**src/rtl/cimdt_pkg.sv**
```systemverilog
// ----------------------------------------------------------------------------
// cimdt_pkg
// Shared types and constants of the CAN identifier filter and dispatch table.
// ----------------------------------------------------------------------------
package cimdt_pkg;

   localparam int RCV_W      = 8;
   localparam int ID_W       = 29;
   localparam int CNT_W      = 5;
   localparam int MAX_OUT    = 16;
   localparam int HITS_W     = $clog2(MAX_OUT + 1);
   localparam int OP_W       = 2;
   localparam int REQ_DATA_W = 96;
   localparam int RSP_DATA_W = 16;
   localparam int QUEUE_DEPTH = 2;

   localparam logic [CNT_W-1:0] COUNT_SAT = 5'd31;

   typedef enum logic [OP_W-1:0] {
      OP_REGISTER      = 2'd0,
      OP_REMOVE_ALL    = 2'd1,
      OP_REMOVE_MASKED = 2'd2,
      OP_DISPATCH      = 2'd3
   } cimdt_op_type;

   typedef enum logic [1:0] {
      ST_ADDED   = 2'd0,
      ST_PRESENT = 2'd1,
      ST_FULL    = 2'd2
   } cimdt_status_type;

   typedef enum logic [1:0] {
      ENG_IDLE,
      ENG_SCAN,
      ENG_FINISH
   } cimdt_state_type;

   // key: filter_id for register, filter_id under filter_mask for masked
   // remove, message_id for dispatch
   typedef struct packed {
      cimdt_op_type     op;
      logic             rcv_zero;
      logic [RCV_W-1:0] receiver;
      logic [ID_W-1:0]  key;
      logic [ID_W-1:0]  mask;
   } cimdt_cmd_type;

   typedef struct packed {
      logic full;
      logic empty;
   } cimdt_queue_type;

   typedef struct packed {
      logic             hit;
      logic [RCV_W-1:0] receiver;
      cimdt_status_type status;
      logic [CNT_W-1:0] count;
      logic             last;
   } cimdt_rsp_type;

endpackage

```
**src/rtl/can_id_mask_dispatch_table.sv**
```systemverilog
// ----------------------------------------------------------------------------
// can_id_mask_dispatch_table
// CAN acceptance filter table: register and remove filter entries, and
// dispatch received identifiers to every matching receiver.
//
//   channel   direction  tdata                                    tuser  tlast
//   req_      in         receiver, filter_id, filter_mask, msg_id  op     -
//   rsp_      out        matched_receiver, status, removed_count   hit    last
//
// For each transaction the table engine pops the command, scans the table
// through its single read port one slot a cycle, then loads the final result.
// The scan holds when a dispatch hit must pass the pending hit on to a
// result register that is still full, and the final result of any command
// waits for that register as well.
// Reset is synchronous and clears the valid bits at once; no clearing pass.
// A two-deep command queue sits in front of the engine; req_tready falls once
// two commands wait in it.
// ----------------------------------------------------------------------------
module can_id_mask_dispatch_table
   import cimdt_pkg::*;
#(
   parameter int SLOTS = 16
) (
   input  logic                  clock,
   input  logic                  reset,
   input  logic                  req_tvalid,
   output logic                  req_tready,
   input  logic [OP_W-1:0]       req_tuser,   // [1:0] op
   input  logic [REQ_DATA_W-1:0] req_tdata,   // [7:0] receiver, [36:8] filter_id,
                                               // [65:37] filter_mask, [94:66] message_id
   output logic                  rsp_tvalid,
   input  logic                  rsp_tready,
   output logic [RSP_DATA_W-1:0] rsp_tdata,   // [7:0] matched_receiver, [9:8] status,
                                               // [14:10] removed_count
   output logic                  rsp_tuser,   // [0] hit
   output logic                  rsp_tlast
);

   cimdt_queue_type q_stat;
   cimdt_cmd_type   push_cmd;
   cimdt_cmd_type   pop_cmd;
   logic            push;
   logic            pop;

   cimdt_front u_front (
      .req_tvalid (req_tvalid),
      .req_tready (req_tready),
      .req_tuser  (req_tuser),
      .req_tdata  (req_tdata),
      .q_stat     (q_stat),
      .push       (push),
      .push_cmd   (push_cmd)
   );

   cimdt_queue u_queue (
      .clock    (clock),
      .reset    (reset),
      .push     (push),
      .push_cmd (push_cmd),
      .pop      (pop),
      .pop_cmd  (pop_cmd),
      .q_stat   (q_stat)
   );

   cimdt_engine #(
      .SLOTS (SLOTS)
   ) u_engine (
      .clock      (clock),
      .reset      (reset),
      .pop_cmd    (pop_cmd),
      .q_stat     (q_stat),
      .pop        (pop),
      .rsp_tvalid (rsp_tvalid),
      .rsp_tready (rsp_tready),
      .rsp_tdata  (rsp_tdata),
      .rsp_tuser  (rsp_tuser),
      .rsp_tlast  (rsp_tlast)
   );

endmodule

```
**src/rtl/cimdt_front.sv**
```systemverilog
// ----------------------------------------------------------------------------
// cimdt_front
// Request intake: unpacks a request, classifies the operation and forms the
// command pushed into the queue.
// ----------------------------------------------------------------------------
module cimdt_front
   import cimdt_pkg::*;
(
   input  logic                  req_tvalid,
   output logic                  req_tready,
   input  logic [OP_W-1:0]       req_tuser,   // op
   input  logic [REQ_DATA_W-1:0] req_tdata,   // receiver, filter_id, filter_mask, message_id
   input  cimdt_queue_type       q_stat,
   output logic                  push,
   output cimdt_cmd_type         push_cmd
);

   logic [RCV_W-1:0] rcv;
   logic [ID_W-1:0]  fid;
   logic [ID_W-1:0]  fmask;
   logic [ID_W-1:0]  mid;
   cimdt_op_type     op;

   assign rcv   = req_tdata[RCV_W-1:0];
   assign fid   = req_tdata[RCV_W +: ID_W];
   assign fmask = req_tdata[RCV_W + ID_W +: ID_W];
   assign mid   = req_tdata[RCV_W + 2 * ID_W +: ID_W];
   assign op    = cimdt_op_type'(req_tuser);

   assign req_tready = !q_stat.full;
   assign push       = req_tvalid && !q_stat.full;

   always_comb begin
      push_cmd.op       = op;
      push_cmd.rcv_zero = (rcv == '0);
      push_cmd.receiver = rcv;
      push_cmd.mask     = fmask;
      case (op)
         OP_REGISTER:      push_cmd.key = fid;
         OP_REMOVE_MASKED: push_cmd.key = fid & fmask;
         OP_DISPATCH:      push_cmd.key = mid;
         default:          push_cmd.key = fid;
      endcase
   end

endmodule

```
**src/rtl/cimdt_queue.sv**
```systemverilog
// ----------------------------------------------------------------------------
// cimdt_queue
// Short command queue between the intake and the table engine.
// ----------------------------------------------------------------------------
module cimdt_queue
   import cimdt_pkg::*;
(
   input  logic            clock,
   input  logic            reset,
   input  logic            push,
   input  cimdt_cmd_type   push_cmd,
   input  logic            pop,
   output cimdt_cmd_type   pop_cmd,
   output cimdt_queue_type q_stat
);

   localparam int PTR_W = (QUEUE_DEPTH > 1) ? $clog2(QUEUE_DEPTH) : 1;
   localparam int FILL_W = $clog2(QUEUE_DEPTH + 1);

   cimdt_cmd_type      entry_ff [QUEUE_DEPTH];
   logic [PTR_W-1:0]   wr_ptr_ff, wr_ptr_in;
   logic [PTR_W-1:0]   rd_ptr_ff, rd_ptr_in;
   logic [FILL_W-1:0]  fill_ff, fill_in;

   function automatic logic [PTR_W-1:0] ptr_next(input logic [PTR_W-1:0] p);
      if (p == PTR_W'(QUEUE_DEPTH - 1)) begin
         return '0;
      end
      return p + PTR_W'(1);
   endfunction

   always_comb begin
      wr_ptr_in = push ? ptr_next(wr_ptr_ff) : wr_ptr_ff;
      rd_ptr_in = pop  ? ptr_next(rd_ptr_ff) : rd_ptr_ff;
      fill_in   = fill_ff + FILL_W'(push) - FILL_W'(pop);
   end

   always_ff @(posedge clock) begin
      if (reset) begin
         wr_ptr_ff <= '0;
         rd_ptr_ff <= '0;
         fill_ff   <= '0;
      end else begin
         wr_ptr_ff <= wr_ptr_in;
         rd_ptr_ff <= rd_ptr_in;
         fill_ff   <= fill_in;
      end
   end

   always_ff @(posedge clock) begin
      if (push) begin
         entry_ff[wr_ptr_ff] <= push_cmd;
      end
   end

   assign pop_cmd      = entry_ff[rd_ptr_ff];
   assign q_stat.full  = (fill_ff == FILL_W'(QUEUE_DEPTH));
   assign q_stat.empty = (fill_ff == '0);

endmodule

```
**src/rtl/cimdt_engine.sv**
```systemverilog
// ----------------------------------------------------------------------------
// cimdt_engine
// Table engine: holds the filter table and scans it one slot per cycle for
// each command unless stalled, emitting results through an output register.
// ----------------------------------------------------------------------------
module cimdt_engine
   import cimdt_pkg::*;
#(
   parameter int SLOTS = 16
) (
   input  logic                  clock,
   input  logic                  reset,
   input  cimdt_cmd_type         pop_cmd,
   input  cimdt_queue_type       q_stat,
   output logic                  pop,
   output logic                  rsp_tvalid,
   input  logic                  rsp_tready,
   output logic [RSP_DATA_W-1:0] rsp_tdata,
   output logic                  rsp_tuser,
   output logic                  rsp_tlast
);

   localparam int IDX_W  = (SLOTS > 1) ? $clog2(SLOTS) : 1;
   localparam int SCAN_W = $clog2(SLOTS + 1);

   // table memory, read data registered
   logic [RCV_W-1:0] recv_mem [SLOTS];
   logic [ID_W-1:0]  id_mem   [SLOTS];
   logic [ID_W-1:0]  mask_mem [SLOTS];
   logic [RCV_W-1:0] rd_recv_ff;
   logic [ID_W-1:0]  rd_id_ff;
   logic [ID_W-1:0]  rd_mask_ff;

   cimdt_state_type  state_ff, state_in;
   cimdt_cmd_type    cmd_ff, cmd_in;
   logic [SLOTS-1:0] valid_ff, valid_in;
   logic [SCAN_W-1:0] issue_ff, issue_in;
   logic             s1_vld_ff, s1_vld_in;
   logic [IDX_W-1:0] s1_idx_ff, s1_idx_in;
   logic             dup_ff, dup_in;
   logic             free_found_ff, free_found_in;
   logic [IDX_W-1:0] free_idx_ff, free_idx_in;
   logic [CNT_W-1:0] count_ff, count_in;
   logic [HITS_W-1:0] hits_ff, hits_in;
   logic             pend_vld_ff, pend_vld_in;
   logic [RCV_W-1:0] pend_recv_ff, pend_recv_in;
   logic             out_vld_ff, out_vld_in;
   cimdt_rsp_type    out_ff, out_in;

   logic advance;
   logic finish_load;
   logic out_free;
   logic slot_live;
   logic rcv_eq;
   logic disp_match;
   logic hit_take;
   logic kill;
   logic dup_hit;
   logic free_hit;
   logic stall;
   logic scan_done;
   logic rd_en;
   logic wr_en;
   logic is_remove;

   assign out_free  = !out_vld_ff || rsp_tready;
   assign slot_live = valid_ff[s1_idx_ff];
   assign rcv_eq    = (rd_recv_ff == cmd_ff.receiver);
   assign is_remove = (cmd_ff.op == OP_REMOVE_ALL) || (cmd_ff.op == OP_REMOVE_MASKED);

   assign disp_match = slot_live && ((cmd_ff.key & rd_mask_ff) == (rd_id_ff & rd_mask_ff));
   assign hit_take   = s1_vld_ff && (cmd_ff.op == OP_DISPATCH) && disp_match &&
                       (hits_ff < HITS_W'(MAX_OUT));
   assign kill       = s1_vld_ff && slot_live && is_remove && rcv_eq &&
                       ((cmd_ff.op == OP_REMOVE_ALL) ||
                        (((rd_id_ff & cmd_ff.mask) == cmd_ff.key) &&
                         (rd_mask_ff == cmd_ff.mask)));
   assign dup_hit    = s1_vld_ff && slot_live && (cmd_ff.op == OP_REGISTER) && rcv_eq &&
                       (rd_id_ff == cmd_ff.key) && (rd_mask_ff == cmd_ff.mask);
   assign free_hit   = s1_vld_ff && !slot_live && !free_found_ff;

   // hold the scan while a new hit has nowhere to push the pending one
   assign stall     = hit_take && pend_vld_ff && !out_free;
   assign scan_done = (issue_ff == SCAN_W'(SLOTS)) && !s1_vld_ff;
   assign rd_en     = advance && (issue_ff < SCAN_W'(SLOTS));
   assign wr_en     = finish_load && (cmd_ff.op == OP_REGISTER) && !cmd_ff.rcv_zero &&
                      !dup_ff && free_found_ff;

   always_comb begin : next_state
      state_in = state_ff;
      case (state_ff)
         ENG_IDLE: begin
            if (!q_stat.empty) state_in = ENG_SCAN;
         end
         ENG_SCAN: begin
            if (scan_done) state_in = ENG_FINISH;
         end
         ENG_FINISH: begin
            if (out_free) state_in = ENG_IDLE;
         end
         default: state_in = ENG_IDLE;
      endcase
   end

   always_comb begin : state_outputs
      pop         = 1'b0;
      advance     = 1'b0;
      finish_load = 1'b0;
      case (state_ff)
         ENG_IDLE:   pop = !q_stat.empty;
         ENG_SCAN:   advance = !scan_done && !stall;
         ENG_FINISH: finish_load = out_free;
         default:    pop = 1'b0;
      endcase
   end

   always_comb begin : datapath
      cmd_in        = cmd_ff;
      valid_in      = valid_ff;
      issue_in      = issue_ff;
      s1_vld_in     = s1_vld_ff;
      s1_idx_in     = s1_idx_ff;
      dup_in        = dup_ff;
      free_found_in = free_found_ff;
      free_idx_in   = free_idx_ff;
      count_in      = count_ff;
      hits_in       = hits_ff;
      pend_vld_in   = pend_vld_ff;
      pend_recv_in  = pend_recv_ff;
      out_vld_in    = out_vld_ff;
      out_in        = out_ff;

      if (out_vld_ff && rsp_tready) begin
         out_vld_in = 1'b0;
      end

      if (pop) begin
         cmd_in        = pop_cmd;
         issue_in      = '0;
         s1_vld_in     = 1'b0;
         dup_in        = 1'b0;
         free_found_in = 1'b0;
         count_in      = '0;
         hits_in       = '0;
         pend_vld_in   = 1'b0;
      end

      if (advance) begin
         if (rd_en) begin
            s1_vld_in = 1'b1;
            s1_idx_in = issue_ff[IDX_W-1:0];
            issue_in  = issue_ff + SCAN_W'(1);
         end else begin
            s1_vld_in = 1'b0;
         end
         if (dup_hit) begin
            dup_in = 1'b1;
         end
         if (free_hit) begin
            free_found_in = 1'b1;
            free_idx_in   = s1_idx_ff;
         end
         if (kill) begin
            valid_in[s1_idx_ff] = 1'b0;
            if (count_ff != COUNT_SAT) count_in = count_ff + CNT_W'(1);
         end
         if (hit_take) begin
            hits_in      = hits_ff + HITS_W'(1);
            pend_vld_in  = 1'b1;
            pend_recv_in = rd_recv_ff;
            // a later hit exists, so the pending one is not the last
            if (pend_vld_ff) begin
               out_vld_in      = 1'b1;
               out_in.hit      = 1'b1;
               out_in.receiver = pend_recv_ff;
               out_in.status   = ST_ADDED;
               out_in.count    = '0;
               out_in.last     = 1'b0;
            end
         end
      end

      if (finish_load) begin
         out_vld_in      = 1'b1;
         out_in.hit      = 1'b0;
         out_in.receiver = '0;
         out_in.status   = ST_ADDED;
         out_in.count    = '0;
         out_in.last     = 1'b1;
         pend_vld_in     = 1'b0;
         case (cmd_ff.op)
            OP_REGISTER: begin
               if (cmd_ff.rcv_zero || dup_ff) begin
                  out_in.status = ST_PRESENT;
               end else if (!free_found_ff) begin
                  out_in.status = ST_FULL;
               end else begin
                  valid_in[free_idx_ff] = 1'b1;
               end
            end
            OP_REMOVE_ALL, OP_REMOVE_MASKED: begin
               out_in.count = count_ff;
            end
            OP_DISPATCH: begin
               if (pend_vld_ff) begin
                  out_in.hit      = 1'b1;
                  out_in.receiver = pend_recv_ff;
               end
            end
            default: out_in.count = '0;
         endcase
      end
   end

   always_ff @(posedge clock) begin
      if (reset) begin
         state_ff    <= ENG_IDLE;
         valid_ff    <= '0;
         s1_vld_ff   <= 1'b0;
         pend_vld_ff <= 1'b0;
         out_vld_ff  <= 1'b0;
      end else begin
         state_ff    <= state_in;
         valid_ff    <= valid_in;
         s1_vld_ff   <= s1_vld_in;
         pend_vld_ff <= pend_vld_in;
         out_vld_ff  <= out_vld_in;
      end
   end

   always_ff @(posedge clock) begin
      cmd_ff        <= cmd_in;
      issue_ff      <= issue_in;
      s1_idx_ff     <= s1_idx_in;
      dup_ff        <= dup_in;
      free_found_ff <= free_found_in;
      free_idx_ff   <= free_idx_in;
      count_ff      <= count_in;
      hits_ff       <= hits_in;
      pend_recv_ff  <= pend_recv_in;
      out_ff        <= out_in;
   end

   always_ff @(posedge clock) begin
      if (wr_en) begin
         recv_mem[free_idx_ff] <= cmd_ff.receiver;
         id_mem[free_idx_ff]   <= cmd_ff.key;
         mask_mem[free_idx_ff] <= cmd_ff.mask;
      end
   end

   always_ff @(posedge clock) begin
      if (rd_en) begin
         rd_recv_ff <= recv_mem[issue_ff[IDX_W-1:0]];
         rd_id_ff   <= id_mem[issue_ff[IDX_W-1:0]];
         rd_mask_ff <= mask_mem[issue_ff[IDX_W-1:0]];
      end
   end

   assign rsp_tvalid = out_vld_ff;
   assign rsp_tdata  = {1'b0, out_ff.count, out_ff.status, out_ff.receiver};
   assign rsp_tuser  = out_ff.hit;
   assign rsp_tlast  = out_ff.last;

endmodule

```
**config.mk**
```make
export PLATFORM = sky130hd
export DESIGN_NAME = can_id_mask_dispatch_table
export DESIGN_NICKNAME = d
export VERILOG_FILES = /design/src/rtl/cimdt_pkg.sv /design/src/rtl/can_id_mask_dispatch_table.sv /design/src/rtl/cimdt_front.sv /design/src/rtl/cimdt_queue.sv /design/src/rtl/cimdt_engine.sv
export SDC_FILE = /design/constraint.sdc
export NUM_CORES = 1
export LEC_CHECK = 0
export BUFFER_PORTS_ARGS = -buffer_cell sky130_fd_sc_hd__buf_2
export CAP_MARGIN = 20
export CELL_PAD_IN_SITES_DETAIL_PLACEMENT = 2
export CELL_PAD_IN_SITES_GLOBAL_PLACEMENT = 2
export CORE_MARGIN = 5
export CORE_UTILIZATION = 40
export DETAILED_ROUTE_END_ITERATION = 8
export GPL_TIMING_DRIVEN = 0
export MAX_ROUTING_LAYER = met4
export PLACE_DENSITY = 0.66
export SLEW_MARGIN = 20
export SYNTH_ARGS = -nofsm -noshare
export SYNTH_HDL_FRONTEND = slang
export SYNTH_HIERARCHICAL = 1
export SYNTH_SLANG_ARGS = --single-unit
```
**constraint.sdc**
```tcl
create_clock -name clock -period 7.3 [get_ports clock]
set_clock_uncertainty 0.15 [all_clocks]
set_input_delay 0.365 -clock clock [delete_from_list [all_inputs] [get_ports clock]]
set_output_delay 0.365 -clock clock [all_outputs]
set_load 0.05 [all_outputs]
```
==> results of run 1 <==
-- power groups by stage --
stage | clock network, mW | logic, mW | registers [mW]
5_1_grt | 7.83 | 4.61 | 11.6
3_5_place_dp | 0 | 4.33 | 11.6
4_1_cts | 7.40 | 4.44 | 11.5
3_3_place_gp | 0 | 4.06 | 11.5
6_report | 7.31 | 4.43 | 11.5
2_1_floorplan | 0 | 2.73 | 10.9
-- placed cells by master (no fill, tap or decap), types with 11 or more instances in the layout --
cell,Yosys,final
edfxtp_1,1361,1361
nor2_1,28,16
clkbuf_16,0,153
clkbuf_2,1,16
clkinv_1,0,34
xnor2_1,21,21
nor2_4,0,12
o22ai_1,16,16
o41a_1,16,16
buf_6,6,18
nand4_1,14,14
xor2_1,66,66
clkinv_2,0,26
buf_4,42,82
buf_2,28,150
clkbuf_1,57,81
dlygate4sd3_1,0,100
inv_1,53,52
a22o_1,32,32
nand2b_1,11,11
buf_16,0,25
o21ai_0,32,32
nor4_1,19,18
buf_12,0,31
nand2_1,57,57
dfxtp_1,44,44
mux2_2,59,59
mux4_2,334,334
-- how the worst max path moves through the flow --
stage / slack [ns] / cells past startpoint / endpoint
finish: 2.80 / 12 / u_engine/rd_mask_ff[15]$_DFFE_PP_
global route: 2.59 / 12 / u_engine/rd_mask_ff[15]$_DFFE_PP_
CTS: 2.00 / 12 / u_engine/rd_mask_ff[15]$_DFFE_PP_
detailed placement: 2.04 / 12 / u_engine/rd_mask_ff[15]$_DFFE_PP_
global placement: -6.49 / 6 / u_engine/valid_ff[0]$_SDFF_PP0_
floorplan: 0.59 / 6 / u_engine/valid_ff[0]$_SDFF_PP0_
-- worst max-delay path, stage by stage, from the launching register on --
cell	delay, ns
dfxtp_1	0.39
clkbuf_1	0.37
clkbuf_2	0.58
clkbuf_2	0.57
inv_1	0.12
ha_1	0.22
nand2_1	0.09
nor4_1	0.07
nand2b_1	0.31
a211oi_4	0.61
buf_6	0.29
buf_6	0.21
buf_8	0.18
-- metrics by stage --
| step | area, um2 | std cells | setup WS [ns] | power (mW) | utilization |
|---|---|---|---|---|---|
| 2_1_floorplan | 54200 | 2450 | 0.594 | 13.7 | - |
| 3_3_place_gp | 57000 | 4349 | -6.49 | 15.6 | 0.422 |
| 3_5_place_dp | 59000 | 4460 | 2.04 | 16.0 | 0.437 |
| 4_1_cts | 64500 | 4824 | 2.00 | 23.3 | 0.478 |
| 5_1_grt | 64500 | 4824 | 2.59 | 24.0 | 0.478 |
| 6_report | 64500 | 4826 | 2.80 | 23.3 | 0.478 |
-- cell families after synthesis --
logic type,count (synthesis),synth area share
other,1,0.0000692
muxes,409,0.155
and+or+nand+nor,195,0.0194
xor gates and xnor gates,88,0.0145
DFF,1405,0.770
buffers and inverters,200,0.0185
adders and majority gates,10,0.00231
AOI/OAI and AO/OA,142,0.0206
-- area by class of cell --
type | count | area, um2 | area share
sequential | 1405 | 41800 | 0.647
buffer | 146 | 822 | 0.0127
multi-input combinational | 845 | 11600 | 0.180
clock buffer | 189 | 3980 | 0.0617
antenna | 2 | 5.00 | 0.0000775
tap | 1781 | 2230 | 0.0345
inverter | 54 | 205 | 0.00318
timing repair buffer | 329 | 3380 | 0.0524
clock inverter | 75 | 556 | 0.00861
-- flip-flops by register name, indices dropped and copies added, names as in the netlist, 5 cells and up, named ones only --
signal	cells
u_engine/id_mem	464
u_engine/mask_mem	464
u_engine/rsp_tdata	15
u_engine/rd_id_ff	29
u_engine/recv_mem	128
u_engine/issue_ff	5
u_queue/entry_ff	138
u_engine/cmd_ff	69
u_engine/rd_recv_ff	8
u_engine/hits_ff	5
u_engine/rd_mask_ff	29
u_engine/count_ff	5
u_engine/valid_ff	16
u_engine/pend_recv_ff	8
-- routing by layer --
layer,global-route usage,share of wire,vias up
met5,-,0,-
met4,0.0765,0.031,0
met3,0.0430,0.066,310
met2,0.447,0.53,1412
met1,0.316,0.38,15697
li1,-,-,11135
-- timing repair --
action | 4_1_cts | 5_1_grt
resized for setup | 0 | 0
hold buffers | 100 | 0
hold endpoints to repair | 145 | 0
endpoints found under the setup margin | 0 | 0
==> impl_metrics.json, run 1 <==
{
  "status": "completed",
  "hold_depth": 4,
  "wl_per_cell_um": 36.9,
  "drv_cap": 0,
  "grt_pass1_vias": 31541,
  "setup_viol_count_final": 0,
  "post-route-period-util": 0.616,
  "routed_wirelength_mm": 178,
  "viasPerCell": 5.92,
  "synth_ff_type": "edfxtp_1",
  "vias": 28554,
  "fin_tns_setup_ns": 0,
  "synth.most_common_cell": "edfxtp_1",
  "yosys-top-cells-area": "edfxtp_1 (75%), mux4_2 (14%), dfxtp_1 (1.6%), mux2_2 (1.2%), xor2_1 (1.1%)",
  "hold_viol_final": 0,
  "start_kind": "register",
  "cts_tree": "built",
  "synth_seq_cells": 1405,
  "synth_commonest_cells": "edfxtp_1 (1361), mux4_2 (334), xor2_1 (66), mux2_2 (59)",
  "post_cts_buffers": 0,
  "rsz0062_at_grt": "false",
  "yosysTopAreaCell": "edfxtp_1",
  "crit_required_ns": 7.62,
  "power.density_nw_per_um2": 361,
  "ir_drop_mv": 0.278,
  "hold-path-endpoint": "u_queue/fill_ff[0]$_SDFF_PP0_",
  "initial_core_util": 0.401,
  "worstReg2RegEnd": "u_engine/rd_mask_ff[15]$_DFFE_PP_",
  "path_max_fanout": 11,
  "clkPwrFrac": 0.314,
  "route.antenna.remaining_nets": 0,
  "io_buffers": 118,
  "drc_errors": 0,
  "antenna_found_initial": 9,
  "r2r_slack_ns": 2.80,
  "die_h_um": 378,
  "switching_share": 0.302,
  "min_period_ns": 4.50,
  "synth_edf_count": 1361,
  "r2r-start": "u_engine/issue_ff[1]$_DFF_P_",
  "clk_latency_ns": 0.78,
  "clkSinkCount": 1405,
  "tightest_slew_ns": 1.16,
  "synth.distinct_cells": 58,
  "rows": 135,
  "clockBufferDepth": 3,
  "startpoint": "u_engine/issue_ff[1]$_DFF_P_",
  "cts_inserted_buffers": 148,
  "end_kind": "register",
  "io_pins": 122,
  "grt_remaining_overflow": 0,
  "synth.avg_cell_area_um2": 22.1,
  "yosysWarnings": 6,
  "cts_root_buf": "clkbuf_16",
  "nets": 3041,
  "grt_max_degree": 53,
  "reg2regPathDepth": 12,
  "grt_pass1_wl_mm": 250,
  "seq_power_share": 0.495,
  "htreeDepth": 4,
  "drt-pass1-iter-count": 6,
  "gr-usage-all-layers": 0.259,
  "synthCells": 2450,
  "max_freq_mhz": 222,
  "synth_top_area_frac": 0.754,
  "p_int_mw": 16.2,
  "dieWidth_um": 378,
  "synthArstFlopShare": 0,
  "fillCellCount": 11887,
  "clk_pin_slew_worst_paths_ns": 0.06,
  "hold_path.class": "primary input to register",
  "hold_path_startpoint": "req_tvalid",
  "dp_hpwl_mm": 118,
  "routabilityCongestion": 0.846,
  "syn2layout_area_growth_pct": 19.0,
  "dieArea_um2": 143000,
  "p_leak_nw": 20.9,
  "max_slew_margin": 0.225,
  "critPathArrivalTime_ns": 4.81,
  "syn-cell-area_um2": 54200,
  "whs_ns": 0.163,
  "criticalPathCategory": "register to register",
  "coreArea_um2": 135000,
  "drive_above_1_share": 0.318,
  "combPwrFrac": 0.191,
  "syn-num-nets": 2562,
  "p_switching_mw": 7.04,
  "ys_seq_area_frac": 0.770,
  "slew_violations": 0,
  "initialDrtViolationCount": 3714
}
Power figures use the tool's default switching activity.
==> run 2: changes to the inputs <==
==> constraint.sdc (replaced) <==
create_clock -name clock -period 4.7 [get_ports clock]
set_clock_uncertainty 0.15 [all_clocks]
set_input_delay 0.235 -clock clock [delete_from_list [all_inputs] [get_ports clock]]
set_output_delay 0.235 -clock clock [all_outputs]
set_load 0.05 [all_outputs]
==> impl_metrics.json, run 2 (synthesis results as in run 1) <==
{
  "hold_path.class": "primary input to register",
  "dieArea_um2": 143000,
  "crit_chain": "xor2_1 -> a22o_1 -> a221oi_1 -> and4_1 -> and3_1 -> buf_4 -> a211oi_4 -> buf_6 -> buf_8 -> buf_6 -> buf_6 -> buf_8",
  "power.density_nw_per_um2": 561,
  "dieWidth_um": 378,
  "htreeDepth": 4,
  "ir_drop_mv": 0.324,
  "fin_util": 0.482,
  "rows": 135,
  "cpMostUsedCell": "buf_6",
  "initialDrtViolationCount": 3414,
  "criticalPathCategory": "register to register",
  "cts_tree": "built",
  "fillCellCount": 11834,
  "use_met3": 0.0599,
  "grt_use_met1": 0.311,
  "initial_core_util": 0.401,
  "p_int_mw": 25.6,
  "cp_num_buf_inv": 6,
  "clk_latency_ns": 0.78,
  "end_kind": "register",
  "rsz0062_at_grt": "false",
  "die_h_um": 378,
  "setup_viol_count_final": 0,
  "crit_slowest_cell": "edfxtp_1",
  "routed_wirelength_mm": 176,
  "grt_max_degree": 54,
  "whs_ns": 0.136,
  "dp_hpwl_mm": 117,
  "drt-pass1-iter-count": 5,
  "slew_violations": 0,
  "clk_pin_slew_worst_paths_ns": 0.06,
  "gr-usage-all-layers": 0.257,
  "ff_latch_area_um2": 41800,
  "post-route-period-util": 0.967,
  "wl_per_cell_um": 36.6,
  "clockBufferDepth": 3,
  "antennaDiodeCount": 0,
  "status": "completed",
  "clkPwrFrac": 0.321,
  "crit_family": "buffers and inverters",
  "grt_remaining_overflow": 0,
  "critPathArrivalTime_ns": 4.86,
  "nets": 3032,
  "cts_root_buf": "clkbuf_16",
  "multi_input_area_um2": 11600,
  "hold_viol_final": 0,
  "drc_errors": 0,
  "reg_top3": "u_engine/id_mem (464), u_engine/mask_mem (464), u_queue/entry_ff (138)",
  "antenna_found_initial": 7,
  "syn2layout_area_growth_pct": 20.0,
  "most-common-layout-cells": "edfxtp_1 (1361), mux4_2 (334), clkbuf_16 (155), buf_2 (151), dlygate4sd3_1 (100)",
  "post_cts_buffers": 0,
  "io_buffers": 118,
  "drive_above_1_share": 0.318,
  "route.antenna.remaining_nets": 0,
  "start_kind": "register",
  "io_pins": 122,
  "cts_inserted_buffers": 148,
  "clkSinkCount": 1405,
  "min_period_ns": 4.54,
  "switching_share": 0.300,
  "combPwrFrac": 0.189,
  "seq_power_share": 0.490,
  "layout_commonest_cell": "edfxtp_1",
  "p_leak_nw": 21.1,
  "viasPerCell": 5.86,
  "busiest_layer": "met2",
  "p_switching_mw": 10.9,
  "crit_required_ns": 5.02,
  "grt_pass1_wl_mm": 248,
  "routabilityCongestion": 0.837,
  "grt_pass1_vias": 31297,
  "path_max_fanout": 18,
  "tightest_slew_ns": 1.19,
  "drv_cap": 0,
  "gr-usage-met2": 0.430,
  "vias": 28210,
  "max_slew_margin": 0.205,
  "critPathMaxStageDelay_ns": 0.80,
  "max_freq_mhz": 220,
  "coreArea_um2": 135000
}
run 2: area by class of cell:
cell class                 count  area share
buffer                       145      0.0126
clock buffer                 197      0.0629
clock inverter                65     0.00969
inverter                      54     0.00315
multi-input combinational    845       0.179
sequential                  1405       0.641
tap                         1781      0.0342
timing repair buffer         321      0.0569
run 2: power groups by stage:
| stage | Clock (mW) | Sequential (mW) | Combinational [mW] |
|---|---|---|---|
| 2_1_floorplan | 0 | 17.0 | 4.24 |
| 3_3_place_gp | 0 | 17.9 | 6.32 |
| 3_5_place_dp | 0 | 18.1 | 6.73 |
| 4_1_cts | 11.9 | 17.9 | 6.91 |
| 5_1_grt | 12.6 | 18.0 | 7.20 |
| 6_report | 11.7 | 17.9 | 6.91 |
run 2: layer usage:
metal / wire length (um) / part of all wire
met1: 65900 / 0.37
met2: 90300 / 0.51
met3: 13900 / 0.079
met4: 6050 / 0.034
met5: 0 / 0
run 2: path summary, 6_finish.rpt:
path,endpoint,slack [ns],from,cells past startpoint
worst max register to register,u_engine/rd_id_ff[11]$_DFFE_PP_,0.16,u_engine/cmd_ff[53]$_DFFE_PP_,12
worst min-delay path,u_queue/entry_ff[1][59]$_DFFE_PP_,0.14,req_tdata[1],3
worst max-delay path,u_engine/rd_id_ff[11]$_DFFE_PP_,0.16,u_engine/cmd_ff[53]$_DFFE_PP_,12
worst min register to register,u_engine/s1_idx_ff[3]$_DFFE_PP_,0.28,u_engine/issue_ff[3]$_DFF_P_,0
run 2: what timing repair did:
| action | CTS | global route |
|---|---|---|
| endpoints found under the setup margin | 40 | 10 |
| hold buffers | 100 | 0 |
| pin swaps | 0 | 0 |
| endpoints found under the hold margin | 146 | 0 |
| resized for setup | 4 | 3 |
run 2: worst register-to-register path, delay by kind of cell (launching register included):
kind            cells  cell delay [ns]
compound gates      3             0.76
xor+xnor            1             0.75
simple gates        2             0.54
buf+inv             6             1.25
flops               1             0.80
run 2: metrics by stage:
step                      total power, mW  std cells  cell area (um2)  setup TNS (ns)  setup WS (ns)
after floorplan                      21.2       2450            54300          -25.09         -0.132
after global placement               24.2       4349            57100        -4949.92          -4.88
after detailed placement             24.8       4451            59300           -9.58         -0.487
after CTS                            36.7       4812            65100               0         0.0936
after global routing                 37.8       4813            65100               0         0.0571
final                                36.5       4813            65100               0          0.156
==> run 3: changes to the inputs <==
--- a/config.mk
+++ b/config.mk
@@ -18,5 +18,4 @@
 export SLEW_MARGIN = 20
 export SYNTH_ARGS = -nofsm -noshare
 export SYNTH_HDL_FRONTEND = slang
-export SYNTH_HIERARCHICAL = 1
 export SYNTH_SLANG_ARGS = --single-unit
==> impl_metrics.json, run 3 <==
{
  "status": "completed",
  "fillCellCount": 11771,
  "reg2regPathDepth": 12,
  "path_max_fanout": 48,
  "hold_viol_final": 0,
  "pre_cts_ws_ns": -0.702,
  "max_freq_mhz": 225,
  "initial_core_util": 0.403,
  "drv_cap": 0,
  "worstReg2RegEnd": "u_engine.rd_mask_ff[23]$_DFFE_PP_",
  "synth.most_common_cell": "edfxtp_1",
  "yosys-top-cells-area": "edfxtp_1 (76%), mux4_2 (14%), dfxtp_1 (1.6%), mux2_2 (1.4%), xor2_1 (1.1%)",
  "whs_ns": 0.0486,
  "power.density_nw_per_um2": 582,
  "fin_util": 0.482,
  "rows": 134,
  "reg_top3": "u_engine.id_mem (464), u_engine.mask_mem (464), u_queue.entry_ff (138)",
  "critPathMaxStageDelay_ns": 0.63,
  "synth_edf_count": 1361,
  "grt_max_degree": 63,
  "die_h_um": 377,
  "critPathArrivalTime_ns": 4.74,
  "r2r-start": "u_engine.issue_ff[0]$_DFF_P_",
  "gr-usage-all-layers": 0.254,
  "route.antenna.remaining_nets": 0,
  "routed_wirelength_mm": 173,
  "drt-pass1-iter-count": 5,
  "syn-cell-area_um2": 53800,
  "layout_commonest_cell": "edfxtp_1",
  "min_period_ns": 4.45,
  "end_kind": "register",
  "htreeDepth": 4,
  "coreArea_um2": 133000,
  "dieArea_um2": 142000,
  "hold_path_startpoint": "req_tdata[2]",
  "clkSinkCount": 1404,
  "r2r_slack_ns": 0.25,
  "cts_inserted_buffers": 149,
  "clk_latency_ns": 0.79,
  "max_slew_margin": 0.258,
  "vias": 27921,
  "cp_num_buf_inv": 6,
  "synthCells": 2427,
  "criticalPathCategory": "register to register",
  "post-route-period-util": 0.947,
  "io_buffers": 118,
  "dieWidth_um": 377,
  "crit_slowest_cell": "clkbuf_1",
  "layout.cells.non_filler": 4754,
  "rsz0062_at_grt": "false",
  "viasPerCell": 5.87,
  "synth_seq_cells": 1404,
  "synthArstFlopShare": 0,
  "fin_tns_setup_ns": 0,
  "syn2layout_area_growth_pct": 19.7,
  "start_kind": "register",
  "ys_seq_area_frac": 0.776,
  "hold_path.class": "primary input to register",
  "crit_chain": "clkbuf_1 -> clkbuf_4 -> inv_1 -> ha_1 -> nand2_1 -> nor4_1 -> nor3b_2 -> nand2_4 -> or2_0 -> buf_2 -> inv_4 -> buf_16",
  "grt_pass1_wl_mm": 246,
  "p_leak_nw": 20.6,
  "nets": 2982,
  "cts_tree": "built",
  "crit_required_ns": 4.99,
  "grt_remaining_overflow": 0,
  "dp.cells": 4381,
  "post_cts_buffers": 0,
  "synth_commonest_cells": "edfxtp_1 (1361), mux4_2 (333), mux2_2 (69), clkbuf_1 (66), xor2_1 (66)",
  "dp_hpwl_mm": 111,
  "initialDrtViolationCount": 3012,
  "wl_per_cell_um": 36.4,
  "synth_ff_type": "edfxtp_1",
  "synth_top_area_frac": 0.760,
  "antennaDiodeCount": 0,
  "hold-path-endpoint": "u_queue.entry_ff[0][60]$_DFFE_PP_",
  "layout_setup_ws_ns": 0.250,
  "slew_violations": 0,
  "drc_errors": 0,
  "crit_family": "buffers and inverters",
  "clockBufferDepth": 3,
  "drive_above_1_share": 0.296,
  "hold_depth": 2,
  "cts_root_buf": "clkbuf_16",
  "setup_viol_count_final": 0,
  "most-common-layout-cells": "edfxtp_1 (1361), mux4_2 (333), clkbuf_16 (155), buf_2 (144), dlygate4sd3_1 (104)",
  "grt_pass1_vias": 30951,
  "antenna_found_initial": 6,
  "yosysWarnings": 0,
  "synth.distinct_cells": 58,
  "clk_pin_slew_worst_paths_ns": 0.06,
  "yosysTopAreaCell": "edfxtp_1",
  "syn-num-nets": 2539,
  "synth.avg_cell_area_um2": 22.2,
  "tightest_slew_ns": 1.11,
  "ir_drop_mv": 0.334,
  "io_pins": 122,
  "routabilityCongestion": 0.868
}
-- run 3: changes by cell type in the layout (fill, tap and decap cells not counted), sizes merged, moves of 4 or more --
cell / previous run / this run
a211oi: 2 / 7
a311oi: 0 / 10
buf: 306 / 222
bufinv: 12 / 20
clkbuf: 256 / 251
clkinv: 46 / 53
dlygate4sd3: 100 / 104
inv: 58 / 68
nand3: 7 / 17
nor2: 28 / 45
o21ai: 32 / 36
o21ba: 17 / 0
o41a: 16 / 0
-- run 3: routing by layer --
metal,GRT usage,share of wire
met3,0.0421,0.061
met4,0.0620,0.023
met1,0.314,0.38
met2,0.440,0.53
met5,-,0
-- run 3: final cells by class --
cell class	count	area [um2]	share of cell area
plain buffers	101	438	0.00681
clock buffers	182	4010	0.0623
clock inverters	85	978	0.0152
inverters	62	260	0.00404
multi-input cells	858	11500	0.179
flip-flops and latches	1404	41700	0.649
well taps	1768	2210	0.0344
repair buffers	294	3220	0.0500
-- run 3: stage by stage --
step / instance area (um2) / power [mW]
floorplan: 53800 / 21.5
global placement: 56600 / 24.7
detailed placement: 58200 / 25.4
CTS: 64300 / 37.6
global route: 64300 / 38.7
finish: 64300 / 37.5
-- run 3: cells by family (layout without fill, tap and decap cells) --
kind of cell | after synthesis | after routing | synth area share
buf+inv | 165 | 724 | 0.0122
compound gates | 127 | 127 | 0.0169
other cells | 1 | 1 | 0.0000697
simple gates | 224 | 224 | 0.0225
xor+xnor | 88 | 88 | 0.0143
mux | 408 | 408 | 0.155
fa+ha+maj | 10 | 10 | 0.00233
flops | 1404 | 1404 | 0.776
-- run 3: worst reg2reg max path, cell delays in order (launching register included) --
cell and delay (ns):
dfxtp_1 0.37, clkbuf_1 0.63, clkbuf_4 0.60, inv_1 0.12
ha_1 0.21, nand2_1 0.08, nor4_1 0.11, nor3b_2 0.43
nand2_4 0.18, or2_0 0.26, buf_2 0.18, inv_4 0.41
buf_16 0.33
-- run 3: worst max-delay path by stage --
stage,from,end,slack (ns),depth (start not counted)
2_1_floorplan,u_engine.rsp_tvalid$_SDFF_PP0_,u_engine.id_mem[12][0]$_DFFE_PP_,-0.31,5
3_3_place_gp,u_engine.cmd_ff[68]$_DFFE_PP_,u_engine.id_mem[12][2]$_DFFE_PP_,-4.83,5
3_5_place_dp,u_engine.issue_ff[0]$_DFF_P_,u_engine.rd_id_ff[2]$_DFFE_PP_,-0.70,13
4_1_cts,u_engine.issue_ff[0]$_DFF_P_,u_engine.rd_mask_ff[23]$_DFFE_PP_,0.1,12
5_1_grt,u_engine.issue_ff[0]$_DFF_P_,u_engine.rd_id_ff[0]$_DFFE_PP_,0.14,12
6_report,u_engine.issue_ff[0]$_DFF_P_,u_engine.rd_mask_ff[23]$_DFFE_PP_,0.25,12
-- run 3: where the power goes --
part	switching, mW	internal, mW	total (mW)
sequential	1.99	15.8	17.8
clock	5.03	7.17	12.2
combinational	4.23	3.24	7.46
-- run 3: what timing repair did --
item,4_1_cts,5_1_grt
endpoints found under the setup margin,118,44
endpoints found under the hold margin,186,0
hold buffers,104,0
resized for setup,2,1
